<file path="config.mk">
export PLATFORM = sky130hd
export DESIGN_NAME = average_of_averages_filter_core
export DESIGN_NICKNAME = d
export VERILOG_FILES = /design/src/hdl/aoaf_pkg.sv /design/src/hdl/aoaf_ring.sv /design/src/hdl/aoaf_divider.sv /design/src/hdl/average_of_averages_filter_core.sv
export VERILOG_INCLUDE_DIRS = /design/src /design/src/hdl
export SDC_FILE = /design/constraint.sdc
export NUM_CORES = 1
export LEC_CHECK = 0
export BUFFER_PORTS_ARGS = -buffer_cell sky130_fd_sc_hd__buf_2
export CORE_MARGIN = 2
export CORE_UTILIZATION = 40
export CTS_CLUSTER_DIAMETER = 100
export CTS_CLUSTER_SIZE = 24
export DETAILED_ROUTE_END_ITERATION = 10
export MAX_ROUTING_LAYER = met4
export PLACE_DENSITY = 0.55
export SLEW_MARGIN = 20
export SYNTH_ARGS = -nofsm -noshare
export SYNTH_HDL_FRONTEND = slang
export SYNTH_HIERARCHICAL = 1
export SYNTH_SLANG_ARGS = --single-unit
</file>
<file path="constraint.sdc">
create_clock -name aclk -period 9.8 [get_ports aclk]
set_input_delay 0.98 -clock aclk [delete_from_list [all_inputs] [get_ports aclk]]
set_output_delay 0.98 -clock aclk [all_outputs]
set_load 0.005 [all_outputs]
</file>
<file path="src/hdl/average_of_averages_filter_core_defines.svh">
// Assertion macros shared by the filter modules.
// Each macro expects aclk and aresetn to be visible where it is used.
`ifndef AVERAGE_OF_AVERAGES_FILTER_CORE_DEFINES_SVH
`define AVERAGE_OF_AVERAGES_FILTER_CORE_DEFINES_SVH

`ifndef ASSERT_OFF
// Checked only while the block is out of reset.
`define AOAF_ASSERT(lbl, prop, msg) \
    lbl: assert property (@(posedge aclk) disable iff (!aresetn) prop) else $error(msg);
// Checked at every edge, reset included.
`define AOAF_ASSERT_ALWAYS(lbl, prop, msg) \
    lbl: assert property (@(posedge aclk) prop) else $error(msg);
`else
`define AOAF_ASSERT(lbl, prop, msg)
`define AOAF_ASSERT_ALWAYS(lbl, prop, msg)
`endif

`endif

</file>
<file path="src/hdl/aoaf_pkg.sv">
`timescale 1ns / 1ps
`default_nettype none
package aoaf_pkg;

    localparam int ADC_W      = 12;
    localparam int TEMP_W     = 19;
    localparam int WINDOW_DEPTH_DEFAULT = 20;

    // raw_temp = sample * 715 * 256 / 2096 = sample * 11440 / 131 (common factor 16).
    // It is taken as sample * ceil(11440 * 2^20 / 131) >> 20, exact for every 12-bit sample.
    localparam int RAW_RECIP_W = 27;
    localparam int RAW_PROD_W  = ADC_W + RAW_RECIP_W;
    localparam int RAW_SHIFT   = 20;
    localparam logic [RAW_RECIP_W-1:0] RAW_RECIP = 27'd91570302;

    // Shared divider: numerator covers the temperature sums of the largest window.
    localparam int DIV_NUM_W  = 26;
    localparam int DIV_DEN_W  = 8;
    localparam int DIV_CNT_W  = $clog2(DIV_NUM_W);

    typedef struct packed {
        logic                 start;
        logic [DIV_NUM_W-1:0] num;
        logic [DIV_DEN_W-1:0] den;
    } div_req_t;

    typedef struct packed {
        logic                 busy;
        logic                 done;
        logic [DIV_NUM_W-1:0] quo;
    } div_rsp_t;

endpackage
`default_nettype wire

</file>
<file path="src/hdl/aoaf_ring.sv">
`timescale 1ns / 1ps
`default_nettype none
module aoaf_ring
    import aoaf_pkg::*;
#(
    parameter int DEPTH  = WINDOW_DEPTH_DEFAULT,
    parameter int SLOT_W = 5
) (
    input  wire logic              aclk,
    input  wire logic              wr_en,
    input  wire logic [SLOT_W-1:0] wr_addr,
    input  wire logic [ADC_W-1:0]  wr_adc,
    input  wire logic [TEMP_W-1:0] wr_temp,
    input  wire logic              rd_en,
    input  wire logic [SLOT_W-1:0] rd_addr,
    output logic      [ADC_W-1:0]  rd_adc,
    output logic      [TEMP_W-1:0] rd_temp
);

    logic [ADC_W-1:0]  adc_mem  [DEPTH];
    logic [TEMP_W-1:0] temp_mem [DEPTH];
    logic [ADC_W-1:0]  rd_adc_reg;
    logic [TEMP_W-1:0] rd_temp_reg;

    always_ff @(posedge aclk) begin
        if (wr_en) begin
            adc_mem[wr_addr]  <= wr_adc;
            temp_mem[wr_addr] <= wr_temp;
        end
    end

    always_ff @(posedge aclk) begin
        if (rd_en) begin
            rd_adc_reg  <= adc_mem[rd_addr];
            rd_temp_reg <= temp_mem[rd_addr];
        end
    end

    assign rd_adc  = rd_adc_reg;
    assign rd_temp = rd_temp_reg;

endmodule
`default_nettype wire

</file>
<file path="src/hdl/aoaf_divider.sv">
`timescale 1ns / 1ps
`default_nettype none
`include "average_of_averages_filter_core_defines.svh"
module aoaf_divider
    import aoaf_pkg::*;
(
    input  wire logic     aclk,
    input  wire logic     aresetn,
    input  wire div_req_t req,
    output div_rsp_t      rsp
);

    // Restoring division, one quotient bit per cycle, numerator shifted out MSB first.
    logic                 busy_reg, busy_next;
    logic                 done_reg, done_next;
    logic [DIV_CNT_W-1:0] cnt_reg, cnt_next;
    logic [DIV_DEN_W-1:0] rem_reg, rem_next;
    logic [DIV_NUM_W-1:0] quo_reg, quo_next;
    logic [DIV_DEN_W-1:0] den_reg, den_next;

    logic [DIV_DEN_W:0]   shifted;
    logic [DIV_DEN_W:0]   diff;
    logic                 fits;
    logic                 last_step;

    assign shifted   = {rem_reg, quo_reg[DIV_NUM_W-1]};
    assign diff      = shifted - {1'b0, den_reg};
    assign fits      = shifted >= {1'b0, den_reg};
    assign last_step = cnt_reg == DIV_CNT_W'(DIV_NUM_W - 1);

    always_comb begin
        busy_next = busy_reg;
        done_next = 1'b0;
        cnt_next  = cnt_reg;
        rem_next  = rem_reg;
        quo_next  = quo_reg;
        den_next  = den_reg;
        if (req.start) begin
            busy_next = 1'b1;
            cnt_next  = '0;
            rem_next  = '0;
            quo_next  = req.num;
            den_next  = req.den;
        end else if (busy_reg) begin
            rem_next = fits ? diff[DIV_DEN_W-1:0] : shifted[DIV_DEN_W-1:0];
            quo_next = {quo_reg[DIV_NUM_W-2:0], fits};
            cnt_next = cnt_reg + DIV_CNT_W'(1);
            if (last_step) begin
                busy_next = 1'b0;
                done_next = 1'b1;
            end
        end
    end

    always_ff @(posedge aclk) begin
        if (!aresetn) begin
            busy_reg <= 1'b0;
            done_reg <= 1'b0;
            cnt_reg  <= '0;
        end else begin
            busy_reg <= busy_next;
            done_reg <= done_next;
            cnt_reg  <= cnt_next;
        end
    end

    always_ff @(posedge aclk) begin
        rem_reg <= rem_next;
        quo_reg <= quo_next;
        den_reg <= den_next;
    end

    assign rsp.busy = busy_reg;
    assign rsp.done = done_reg;
    assign rsp.quo  = quo_reg;

    `AOAF_ASSERT(a_start_when_free, req.start |-> !busy_reg, "divider started while busy")
    `AOAF_ASSERT(a_done_after_run, done_reg |-> !busy_reg && $past(busy_reg), "stray done")
    `AOAF_ASSERT(a_busy_from_start, $rose(busy_reg) |-> $past(req.start), "busy without start")

endmodule
`default_nettype wire

</file>
<file path="src/hdl/average_of_averages_filter_core.sv">
// A request is followed by the history walk, then the shared 26-step divider runs twice
// (ADC mean, temperature mean), and the output register is loaded last.
// A new request is taken only in idle, once the last result has been loaded into the output
// register; a waiting result does not block the next request, but that request's own result
// is held in the output state until the waiting result is taken.
// Reset (aresetn, synchronous, active low) clears the sequencer, history walk, write slot, fill count and m_valid.
`timescale 1ns / 1ps
`default_nettype none
`include "average_of_averages_filter_core_defines.svh"
module average_of_averages_filter_core
    import aoaf_pkg::*;
#(
    parameter int WINDOW_DEPTH = WINDOW_DEPTH_DEFAULT
) (
    input  wire logic              aclk,
    input  wire logic              aresetn,
    input  wire logic              s_valid,
    output logic                   s_ready,
    input  wire logic [ADC_W-1:0]  s_sample,
    output logic                   m_valid,
    input  wire logic              m_ready,
    output logic      [ADC_W-1:0]  m_filtered_adc,
    output logic      [TEMP_W-1:0] m_raw_temp,
    output logic      [TEMP_W-1:0] m_filtered_temp
);

    localparam int SLOT_W     = (WINDOW_DEPTH > 1) ? $clog2(WINDOW_DEPTH) : 1;
    localparam int CNT_W      = $clog2(WINDOW_DEPTH + 1);
    localparam int ADC_ACC_W  = ADC_W + CNT_W;
    localparam int TEMP_ACC_W = TEMP_W + CNT_W;

    typedef enum logic [4:0] {
        ST_IDLE     = 5'b00001,
        ST_SUM      = 5'b00010,
        ST_DIV_ADC  = 5'b00100,
        ST_DIV_TEMP = 5'b01000,
        ST_OUT      = 5'b10000
    } state_t;

    state_t state_reg, state_next;

    logic [ADC_W-1:0]      sample_reg, sample_next;
    logic [TEMP_W-1:0]     raw_reg, raw_next;
    logic [ADC_W-1:0]      adc_res_reg, adc_res_next;
    logic [TEMP_W-1:0]     temp_res_reg, temp_res_next;
    logic [SLOT_W-1:0]     write_slot_reg, write_slot_next;
    logic [CNT_W-1:0]      fill_count_reg, fill_count_next;

    logic                  walk_active_reg, walk_active_next;
    logic [CNT_W-1:0]      walk_idx_reg, walk_idx_next;
    logic                  rd_vld_reg;
    logic [ADC_ACC_W-1:0]  adc_acc_reg, adc_acc_next;
    logic [TEMP_ACC_W-1:0] temp_acc_reg, temp_acc_next;

    logic                  m_valid_reg, m_valid_next;
    logic [ADC_W-1:0]      m_adc_reg, m_adc_next;
    logic [TEMP_W-1:0]     m_raw_reg, m_raw_next;
    logic [TEMP_W-1:0]     m_temp_reg, m_temp_next;

    logic                  accept;
    logic                  rd_en;
    logic                  walk_done;
    logic                  wr_en;
    logic [ADC_W-1:0]      rd_adc;
    logic [TEMP_W-1:0]     rd_temp;
    logic [DIV_DEN_W-1:0]  mean_den;
    logic [RAW_PROD_W-1:0] raw_prod;
    logic [CNT_W-1:0]      slot_count;
    div_req_t              div_req;
    div_rsp_t              div_rsp;

    assign s_ready    = state_reg == ST_IDLE;
    assign accept     = s_valid && s_ready;
    assign rd_en      = walk_active_reg && (walk_idx_reg != fill_count_reg);
    assign walk_done  = !walk_active_reg && !rd_vld_reg;
    assign wr_en      = (state_reg == ST_OUT) && (!m_valid_reg || m_ready);
    assign mean_den   = DIV_DEN_W'(fill_count_reg) + DIV_DEN_W'(1);
    assign raw_prod   = RAW_PROD_W'(s_sample) * RAW_PROD_W'(RAW_RECIP);
    assign slot_count = CNT_W'(write_slot_reg);

    aoaf_ring #(
        .DEPTH  (WINDOW_DEPTH),
        .SLOT_W (SLOT_W)
    ) u_ring (
        .aclk    (aclk),
        .wr_en   (wr_en),
        .wr_addr (write_slot_reg),
        .wr_adc  (adc_res_reg),
        .wr_temp (temp_res_reg),
        .rd_en   (rd_en),
        .rd_addr (walk_idx_reg[SLOT_W-1:0]),
        .rd_adc  (rd_adc),
        .rd_temp (rd_temp)
    );

    aoaf_divider u_divider (
        .aclk    (aclk),
        .aresetn (aresetn),
        .req     (div_req),
        .rsp     (div_rsp)
    );

    // History walk: reads entries 0 .. fill_count-1 and sums them, one per cycle.
    always_comb begin
        walk_active_next = walk_active_reg;
        walk_idx_next    = walk_idx_reg;
        adc_acc_next     = adc_acc_reg;
        temp_acc_next    = temp_acc_reg;
        if (accept) begin
            walk_active_next = 1'b1;
            walk_idx_next    = '0;
            adc_acc_next     = '0;
            temp_acc_next    = '0;
        end else begin
            if (walk_active_reg) begin
                if (rd_en) begin
                    walk_idx_next = walk_idx_reg + CNT_W'(1);
                end else begin
                    walk_active_next = 1'b0;
                end
            end
            if (rd_vld_reg) begin
                adc_acc_next  = adc_acc_reg + ADC_ACC_W'(rd_adc);
                temp_acc_next = temp_acc_reg + TEMP_ACC_W'(rd_temp);
            end
        end
    end

    always_comb begin
        state_next      = state_reg;
        sample_next     = sample_reg;
        raw_next        = raw_reg;
        adc_res_next    = adc_res_reg;
        temp_res_next   = temp_res_reg;
        write_slot_next = write_slot_reg;
        fill_count_next = fill_count_reg;
        m_valid_next    = m_valid_reg && !m_ready;
        m_adc_next      = m_adc_reg;
        m_raw_next      = m_raw_reg;
        m_temp_next     = m_temp_reg;
        div_req.start   = 1'b0;
        div_req.num     = '0;
        div_req.den     = mean_den;
        case (state_reg)
            ST_IDLE: begin
                if (accept) begin
                    sample_next = s_sample;
                    raw_next    = raw_prod[RAW_SHIFT +: TEMP_W];
                    state_next  = ST_SUM;
                end
            end
            ST_SUM: begin
                div_req.num = DIV_NUM_W'(adc_acc_reg) + DIV_NUM_W'(sample_reg);
                div_req.den = mean_den;
                if (walk_done) begin
                    div_req.start = 1'b1;
                    state_next    = ST_DIV_ADC;
                end
            end
            ST_DIV_ADC: begin
                div_req.num = DIV_NUM_W'(temp_acc_reg) + DIV_NUM_W'(raw_reg);
                div_req.den = mean_den;
                if (div_rsp.done) begin
                    adc_res_next  = div_rsp.quo[ADC_W-1:0];
                    div_req.start = 1'b1;
                    state_next    = ST_DIV_TEMP;
                end
            end
            ST_DIV_TEMP: begin
                if (div_rsp.done) begin
                    temp_res_next = div_rsp.quo[TEMP_W-1:0];
                    state_next    = ST_OUT;
                end
            end
            ST_OUT: begin
                if (wr_en) begin
                    m_valid_next = 1'b1;
                    m_adc_next   = adc_res_reg;
                    m_raw_next   = raw_reg;
                    m_temp_next  = temp_res_reg;
                    if (write_slot_reg == SLOT_W'(WINDOW_DEPTH - 1)) begin
                        write_slot_next = '0;
                    end else begin
                        write_slot_next = write_slot_reg + SLOT_W'(1);
                    end
                    if (fill_count_reg < CNT_W'(WINDOW_DEPTH)) begin
                        fill_count_next = fill_count_reg + CNT_W'(1);
                    end
                    state_next = ST_IDLE;
                end
            end
            default: begin
                state_next = ST_IDLE;
            end
        endcase
    end

    always_ff @(posedge aclk) begin
        if (!aresetn) begin
            state_reg       <= ST_IDLE;
            write_slot_reg  <= '0;
            fill_count_reg  <= '0;
            walk_active_reg <= 1'b0;
            rd_vld_reg      <= 1'b0;
            m_valid_reg     <= 1'b0;
        end else begin
            state_reg       <= state_next;
            write_slot_reg  <= write_slot_next;
            fill_count_reg  <= fill_count_next;
            walk_active_reg <= walk_active_next;
            rd_vld_reg      <= rd_en;
            m_valid_reg     <= m_valid_next;
        end
    end

    always_ff @(posedge aclk) begin
        sample_reg   <= sample_next;
        raw_reg      <= raw_next;
        adc_res_reg  <= adc_res_next;
        temp_res_reg <= temp_res_next;
        walk_idx_reg <= walk_idx_next;
        adc_acc_reg  <= adc_acc_next;
        temp_acc_reg <= temp_acc_next;
        m_adc_reg    <= m_adc_next;
        m_raw_reg    <= m_raw_next;
        m_temp_reg   <= m_temp_next;
    end

    assign m_valid         = m_valid_reg;
    assign m_filtered_adc  = m_adc_reg;
    assign m_raw_temp      = m_raw_reg;
    assign m_filtered_temp = m_temp_reg;

    `AOAF_ASSERT(a_fill_bounded, fill_count_reg <= CNT_W'(WINDOW_DEPTH), "fill count overflow")
    `AOAF_ASSERT(a_slot_tracks_fill, (fill_count_reg != CNT_W'(WINDOW_DEPTH)) |-> (slot_count == fill_count_reg), "slot and fill disagree")
    `AOAF_ASSERT(a_no_write_during_walk, wr_en |-> walk_done, "ring written during walk")
    `AOAF_ASSERT(a_div_free_when_idle, s_ready |-> !div_rsp.busy, "divider busy while idle")
    `AOAF_ASSERT_ALWAYS(a_reset_idle, !aresetn |=> s_ready && !m_valid, "not idle after reset")

endmodule
`default_nettype wire
</file>
==> results.json, run 1 <==
{
  "numCtsBuffers": 46,
  "die_area_sq_um": 105000,
  "fin_crit_sh": 0.588,
  "wl_mm": 101,
  "switching_share": 0.280,
  "cts_tree": "yes",
  "final_area_sq_um": 44200,
  "crit_chain": "buf_2, inv_1, fa_1, fa_1, fa_1, fa_1, inv_1, fa_1, inv_1, ha_1, a21o_1, a221o_1, and3_2, a21oi_1, a31oi_1, or4_1, nand4_1",
  "yosys_warnings": 6,
  "rsz0062_at_grt": "no",
  "critical_path.startpoint_type": "primary input",
  "use_met3": 0.0178,
  "synthCells": 2820,
  "busiest_layer": "met2",
  "worst_pin_slew_ns": 1.12,
  "avgRoutedWirePerCell_um": 23.7,
  "route.vias.total": 23220,
  "skew_ns": 0.0279,
  "clockPowerShare": 0.265,
  "nNetsFinal": 3168,
  "power.leakage_nw": 14.9,
  "setup_ws_ns": 4.04,
  "slowest_delay_ns": 0.60,
  "crit_arrival_ns": 6.26,
  "r2r-start": "state_reg[2]$_SDFFE_PN0P_",
  "h-tree-depth": 2,
  "hold_start": "u_divider/quo_reg[17]$_DFFE_PP_",
  "setup_violations": 0,
  "max_cap_violations": 0,
  "largest_reg_flops": 380,
  "ir_drop_uv": 127,
  "crit_top_cell": "fa_1",
  "hold_buffers": 0,
  "max_slew_margin": 0.253,
  "antenna_cells": 0,
  "route.antenna.remaining_nets": 0,
  "grt_max_degree": 108,
  "p_comb_frac": 0.206,
  "met2_usage": 0.315,
  "critPathMaxFanout": 8,
  "path_clk_slew_ns": 0.10,
  "crit_slowest_cell": "fa_1",
  "dp_slack_ns": 3.38,
  "start_util": 0.402,
  "post_dp_cell_area_sq_um": 42800,
  "grt_usage": 0.200,
  "cts-resized-gates": 0,
  "final_max_slew_viol_count": 0,
  "dieHeight_um": 323,
  "sequentialPowerShare": 0.529,
  "grt_pass1_vias": 23086,
  "crit_type": "primary input to register",
  "clock-sinks": 876,
  "rr_worst_depth": 7,
  "rows": 117,
  "cp_top_family": "adder cells",
  "ff2ff_setup_slack_ns": 5.93,
  "worst_hold_slack_ns": 0.463,
  "hold_depth": 0,
  "syn_avg_cell_area_sq_um": 14.5,
  "die_x_um": 323,
  "max_freq_mhz": 174,
  "hold_path_class": "register to register",
  "fin_cells": 4267,
  "post-route-util": 0.435,
  "cts-root-buf": "clkbuf_16",
  "final_common_cell": "edfxtp_1",
  "reg2reg_to": "u_divider/quo_reg[1]$_DFFE_PP_",
  "cp_num_buf_inv": 4,
  "grtUsageMet1": 0.285,
  "p_total_mw": 7.99,
  "finalSetupTns_ns": 0,
  "hold_end": "temp_res_reg[17]$_DFFE_PP_",
  "antenna_found_initial": 1,
  "first_pass_iters": 5,
  "gp_congestion": 0.863,
  "drive_gt1_frac": 0.104,
  "finalHoldViolations": 0,
  "cp-end-kind": "register",
  "dp_hpwl_mm": 63.3,
  "place_inst": 4199,
  "area_growth_pct": 8.28,
  "nFillCells": 9109,
  "power.density_nw_per_um2": 181,
  "period_minus_slack_ns": 5.76,
  "drc": 0,
  "intPower_mw": 5.76,
  "gr-total-overflow": 0,
  "via_per_inst": 5.44,
  "clk_latency_ns": 0.64,
  "grt_pass1_wl_mm": 151,
  "numPortBuffers": 67,
  "io_pins": 68,
  "mostFrequentLayoutCells": "edfxtp_1 (797), mux2i_1 (243), ha_1 (188), inv_1 (173), nand2_1 (133)",
  "switchingPower_mw": 2.23,
  "required_ns": 10.30,
  "synth_area_sq_um": 40800,
  "drt_iter0_drc": 2058,
  "outcome": "completed",
  "cts_setup_buffers": 0,
  "clock_path_buffers": 3,
  "core_sq_um": 101000
}
power by group through the flow:
| stage | registers (mW) | logic [mW] | clock network (mW) |
|---|---|---|---|
| after floorplan | 4.27 | 1.26 | 0 |
| after detailed placement | 4.32 | 1.64 | 0 |
| after global placement | 4.32 | 1.61 | 0 |
| after global routing | 4.24 | 1.90 | 2.32 |
| final | 4.23 | 1.65 | 2.12 |
| after CTS | 4.23 | 1.65 | 2.19 |
layer usage:
| layer | share of wire | up-vias |
|---|---|---|
| li1 | - | 10705 |
| met1 | 0.47 | 11900 |
| met2 | 0.47 | 525 |
| met3 | 0.045 | 90 |
| met4 | 0.018 | 0 |
| met5 | 0 | - |
worst max-delay path by stage:
stage,start,endpoint,depth (start not counted)
floorplan,s_sample[5],raw_reg[17]$_DFFE_PP_,15
global placement,s_sample[4],raw_reg[17]$_DFFE_PP_,16
detailed placement,s_sample[4],raw_reg[17]$_DFFE_PP_,16
CTS,s_sample[4],raw_reg[17]$_DFFE_PP_,16
global route,s_sample[4],raw_reg[15]$_DFFE_PP_,17
finish,s_sample[4],raw_reg[15]$_DFFE_PP_,17
layout make-up:
class	instances	area, sq um	area share
sequential	876	25500	0.578
tap	1368	1710	0.0388
inverter	176	661	0.0150
timing repair buffer	109	663	0.0150
clock buffer	55	1190	0.0271
clock inverter	13	165	0.00374
multi-input combinational	1670	14300	0.323
worst register-to-register path: cells and delay by family, from the launching register on:
| kind | cells | cell delay, ns |
|---|---|---|
| AOI/OAI and AO/OA | 1 | 1.08 |
| buffers and inverters | 3 | 1.09 |
| and+or+nand+nor | 3 | 0.98 |
| DFF | 1 | 0.36 |
No activity file was read; power rests on OpenSTA's default activity.
==> run 2, diff against run 1 <==
==> constraint.sdc (replaced) <==
create_clock -name aclk -period 5.7 [get_ports aclk]
set_input_delay 0.57 -clock aclk [delete_from_list [all_inputs] [get_ports aclk]]
set_output_delay 0.57 -clock aclk [all_outputs]
set_load 0.005 [all_outputs]
==> run 2 against run 1 <==
Effect of this change: clock power is 72% higher; clock skew is 0.00063 ns higher; critical path depth is 1 higher; via count is 0.67% higher; first-iteration DRC count is 9.5% lower; critical path type unchanged; worst hold slack worse by 0.25 ns; sequential cell count stayed put; largest cell class unchanged; combinational power is 79% higher; global-route usage is 0.22 points higher; count of clock-buffer cells in the layout is 2 lower; cell area is 0.54% higher.
==> results.json, run 2 (synthesized netlist as in run 1, its figures left out) <==
{
  "max_cap_violations": 0,
  "clock_path_buffers": 3,
  "nNetsFinal": 3195,
  "max_freq_mhz": 193,
  "grt_usage": 0.202,
  "skew_ns": 0.0285,
  "p_comb_frac": 0.213,
  "final_max_slew_viol_count": 0,
  "period_minus_slack_ns": 5.18,
  "gp_congestion": 0.884,
  "cts_tree": "yes",
  "clockPowerShare": 0.263,
  "switchingPower_mw": 3.86,
  "drive_gt1_frac": 0.112,
  "wl_mm": 102,
  "drt_iter0_drc": 1863,
  "rr_worst_depth": 6,
  "critical_path.startpoint_type": "primary input",
  "route.vias.total": 23376,
  "switching_share": 0.279,
  "fin_crit_sh": 0.909,
  "cts_setup_buffers": 0,
  "worst_pin_slew_ns": 1.07,
  "dieHeight_um": 323,
  "die_x_um": 323,
  "avgRoutedWirePerCell_um": 23.9,
  "ff2ff_setup_slack_ns": 1.81,
  "worst_hold_slack_ns": 0.214,
  "die_area_sq_um": 105000,
  "reg2reg_to": "u_ring/temp_mem[5][0]$_DFFE_PP_",
  "crit_type": "primary input to register",
  "start_util": 0.402,
  "h-tree-depth": 2,
  "grt_pass1_wl_mm": 152,
  "cts-resized-gates": 0,
  "r2r-start": "state_reg[3]$_SDFFE_PN0P_",
  "clk_latency_ns": 0.64,
  "path_clk_slew_ns": 0.10,
  "area_growth_pct": 8.86,
  "grt_max_degree": 101,
  "post-route-util": 0.438,
  "route.antenna.remaining_nets": 0,
  "outcome": "completed",
  "required_ns": 6.20,
  "via_per_inst": 5.45,
  "finalHoldViolations": 0,
  "grt_pass1_vias": 23221,
  "rsz0062_at_grt": "no",
  "gr-total-overflow": 0,
  "hold_start": "s_valid",
  "antenna_cells": 0,
  "intPower_mw": 9.99,
  "hold_path_class": "primary input to register",
  "largest_reg_flops": 380,
  "power.density_nw_per_um2": 312,
  "sequentialPowerShare": 0.524,
  "core_sq_um": 101000,
  "drc": 0,
  "hold_buffers": 0,
  "numPortBuffers": 67,
  "ir_drop_uv": 237,
  "clock-sinks": 876,
  "hold_depth": 2,
  "hold_end": "state_reg[0]$_SDFFE_PN1P_",
  "critPathMaxFanout": 4,
  "rows": 117,
  "setup_violations": 0,
  "max_slew_margin": 0.287,
  "first_pass_iters": 7,
  "antenna_found_initial": 0,
  "crit_arrival_ns": 5.68,
  "fin_cells": 4292,
  "cts-root-buf": "clkbuf_16",
  "numCtsBuffers": 45,
  "cp-end-kind": "register",
  "dp_hpwl_mm": 65.3,
  "power.leakage_nw": 15.1,
  "final_common_cell": "edfxtp_1",
  "place_inst": 4226,
  "mostFrequentLayoutCells": "edfxtp_1 (797), mux2i_1 (243), ha_1 (188), inv_1 (173), nand2_1 (133)",
  "io_pins": 68
}
-- run 2: cell count changes in the layout (fill, tap and decap cells not counted), moves of 2 or more --
| cell | before | now |
|---|---|---|
| inv_6 | 2 | 0 |
| clkinv_2 | 0 | 3 |
| buf_12 | 1 | 4 |
| buf_4 | 41 | 65 |
-- run 2: worst max-delay path, cell delays in order --
cell and delay, ns:
buf_2 0.13, fa_1 0.58, inv_1 0.07, fa_1 0.54, fa_1 0.56, inv_1 0.06, fa_1 0.49, ha_1 0.31
ha_1 0.34, a21oi_1 0.14, o21ai_0 0.10, a22oi_1 0.27, o211ai_1 0.23, buf_4 0.21, a21oi_1 0.29, a31oi_1 0.23
or4_1 0.45, nand4_1 0.12
-- run 2: layout make-up --
cell class,count,area (sq um)
clock buffer,53,1180
clock inverter,12,164
fill,9074,57000
inverter,176,661
multi-input combinational,1670,14300
sequential,876,25500
tap,1368,1710
timing repair buffer,137,918
-- run 2: through the flow --
step / setup slack (ns) / total power [mW] / TNS (ns) / area, sq um
2_1_floorplan: 0.247 / 9.51 / 0 / 40800
3_3_place_gp: 0.0418 / 10.2 / 0 / 43000
3_5_place_dp: -0.0511 / 10.3 / -0.0852 / 43000
4_1_cts: 0.619 / 14.0 / 0 / 44400
5_1_grt: 0.287 / 14.6 / 0 / 44400
6_report: 0.518 / 13.8 / 0 / 44400
-- run 2: per-layer routing --
layer | global-route usage | routed length, um | vias up
met5 | - | 0 | -
met2 | 0.319 | 48300 | 513
met4 | 0.0443 | 2050 | 0
met3 | 0.0185 | 4390 | 103
met1 | 0.286 | 47700 | 11999
li1 | - | - | 10761
-- run 2: worst max-delay path by stage --
stage                start                     to  slack [ns]  cells past startpoint
2_1_floorplan  s_sample[5]  raw_reg[17]$_DFFE_PP_        0.25                     15
3_3_place_gp   s_sample[4]  raw_reg[17]$_DFFE_PP_        0.04                     16
3_5_place_dp   s_sample[3]  raw_reg[15]$_DFFE_PP_       -0.05                     16
4_1_cts        s_sample[6]  raw_reg[15]$_DFFE_PP_        0.62                     18
5_1_grt        s_sample[6]  raw_reg[15]$_DFFE_PP_        0.29                     18
6_report       s_sample[6]  raw_reg[15]$_DFFE_PP_        0.52                     18
-- run 2: power groups by stage --
stage          Clock (mW)  Sequential [mW]  Combinational (mW)
2_1_floorplan           0             7.35                2.17
3_3_place_gp            0             7.42                2.83
3_5_place_dp            0             7.42                2.92
4_1_cts              3.76             7.27                2.95
5_1_grt              3.97             7.28                3.36
6_report             3.64             7.26                2.95
==> run 3, diff against run 2 <==
--- a/config.mk
+++ b/config.mk
@@ -12,6 +12,7 @@
 export CTS_CLUSTER_DIAMETER = 100
 export CTS_CLUSTER_SIZE = 24
 export DETAILED_ROUTE_END_ITERATION = 10
+export GPL_TIMING_DRIVEN = 0
 export MAX_ROUTING_LAYER = met4
 export PLACE_DENSITY = 0.55
 export SLEW_MARGIN = 20
==> run 3 against run 2 <==
Effect of this change: combinational power decreased by 3%; largest power group unchanged; cell count increased by 1.2%; sequential share of layout area down 0.75 points; maximum frequency decreased by 5.4%; critical endpoint is now raw_reg[17]$_DFFE_PP_; sequential cell count is the same; count of clock-buffer cells in the layout down 5; register-to-register slack improved by 0.15 ns; sequential power barely moved.
==> results.json, run 3 (synthesized netlist as in run 1, its figures left out) <==
{
  "multi_input_area_sq_um": 14200,
  "h-tree-depth": 2,
  "die_x_um": 323,
  "final_common_cell": "edfxtp_1",
  "cp-end-kind": "register",
  "skew_ns": 0.0333,
  "seq_area_sq_um": 25500,
  "die_area_sq_um": 105000,
  "finalHoldViolations": 0,
  "hold_buffers": 0,
  "drc": 0,
  "gr-total-overflow": 0,
  "numPortBuffers": 67,
  "crit_type": "primary input to register",
  "route.met3.wl_mm": 5.26,
  "top_layer": "met4",
  "final_max_slew_viol_count": 0,
  "clock-sinks": 876,
  "antenna_cells": 0,
  "route.antenna.remaining_nets": 0,
  "clock_path_buffers": 3,
  "path_clk_slew_ns": 0.09,
  "wl_met2_mm": 47.7,
  "drive_gt1_frac": 0.109,
  "wl_mm": 102,
  "antenna_found_initial": 1,
  "grt_pass1_wl_mm": 152,
  "dieHeight_um": 323,
  "numCtsBuffers": 45,
  "nNetsFinal": 3252,
  "clk_latency_ns": 0.63,
  "nFillCells": 8957,
  "ir_drop_uv": 201,
  "max_slew_margin": 0.382,
  "grt_usage": 0.202,
  "p_total_mw": 13.7,
  "fin_crit_sh": 0.961,
  "via_per_inst": 5.43,
  "post_dp_cell_area_sq_um": 43700,
  "crit_arrival_ns": 5.86,
  "met1Wirelength_mm": 46.8,
  "max_cap_violations": 0,
  "route.vias.total": 23573,
  "dp_hpwl_mm": 75.8,
  "power.density_nw_per_um2": 304,
  "rows": 117,
  "start_util": 0.402,
  "core_sq_um": 101000,
  "cts_tree": "yes",
  "first_pass_iters": 5,
  "gp_congestion": 0.845,
  "critical_path.startpoint_type": "primary input",
  "period_minus_slack_ns": 5.48,
  "avgRoutedWirePerCell_um": 23.6,
  "required_ns": 6.08,
  "cts-root-buf": "clkbuf_16",
  "rsz0062_at_grt": "no",
  "outcome": "completed",
  "io_pins": 68,
  "max_freq_mhz": 183,
  "drt_iter0_drc": 2034,
  "area_growth_pct": 10.3,
  "mostFrequentLayoutCells": "edfxtp_1 (797), mux2i_1 (243), ha_1 (188), inv_1 (173), nor2_1 (133)",
  "grt_max_degree": 35,
  "power.leakage_nw": 15.2,
  "critPathMaxFanout": 8,
  "post-route-util": 0.443,
  "worst_pin_slew_ns": 0.915,
  "largest_reg_flops": 380,
  "grt_pass1_vias": 24101,
  "hold_path_class": "primary input to register",
  "final_area_sq_um": 45000,
  "setup_violations": 0
}
-- run 3: cell types whose count changed in the layout (fill, tap and decap cells not counted), moves of 3 or more --
cell | before | now
buf_12 | 4 | 7
nor2b_4 | 3 | 0
fa_2 | 0 | 3
buf_6 | 0 | 17
clkbuf_1 | 7 | 54
fa_1 | 85 | 82
buf_16 | 0 | 19
nor2b_1 | 16 | 20
buf_4 | 65 | 15
buf_2 | 67 | 80
-- run 3: cell type report --
class / count / area share
multi-input cells: 1670 / 0.316
plain buffers: 100 / 0.0129
flip-flops and latches: 876 / 0.567
clock inverters: 11 / 0.00328
well taps: 1368 / 0.0381
repair buffers: 94 / 0.0224
clock buffers: 48 / 0.0253
inverters: 176 / 0.0147
-- run 3: per-layer routing --
layer,vias to the layer above,GRT usage
li1,10866,-
met1,12009,0.278
met2,577,0.317
met3,121,0.0260
met4,0,0.0504
met5,-,-
-- run 3: stage by stage --
step	setup TNS, ns	cells	hold slack [ns]	setup slack [ns]
floorplan	0	2822	0.422	0.247
CTS	0	4342	0.204	0.141
finish	0	4343	0.249	0.221
global route	0	4343	0.235	0.0000409
detailed placement	-3.78	4283	0.458	-0.525
global placement	-1668.87	4257	0.444	-3.01
-- run 3: final timing paths --
check	to	slack [ns]	cells past startpoint	start
hold / removal	state_reg[0]$_SDFFE_PN1P_	0.25	2	s_valid
hold reg to reg	temp_res_reg[13]$_DFFE_PP_	0.48	0	u_divider/quo_reg[13]$_DFFE_PP_
setup / recovery	raw_reg[17]$_DFFE_PP_	0.22	16	s_sample[4]
setup reg to reg	u_divider/quo_reg[15]$_DFFE_PP_	1.96	10	raw_reg[1]$_DFFE_PP_
-- run 3: worst max-delay path, stage by stage --
cell      delay (ns)
buf_2           0.25
inv_1           0.14
fa_2            0.69
fa_1            0.45
fa_1            0.49
fa_1            0.56
inv_1           0.06
fa_1            0.53
inv_1           0.04
ha_1            0.34
and4_2          0.24
a221o_1         0.36
a221o_1         0.47
a311oi_4        0.40
o21bai_1        0.12
xor2_1          0.15
-- run 3: timing repair --
action,CTS,global route
setup endpoints to repair,0,5
resized for setup,0,3
buffers inserted,0,1
-- run 3: report_power, final --
part,internal [mW],switching (mW),total [mW]
clock network,1.48,2.08,3.56
registers,7.15,0.108,7.26
logic,1.21,1.64,2.85
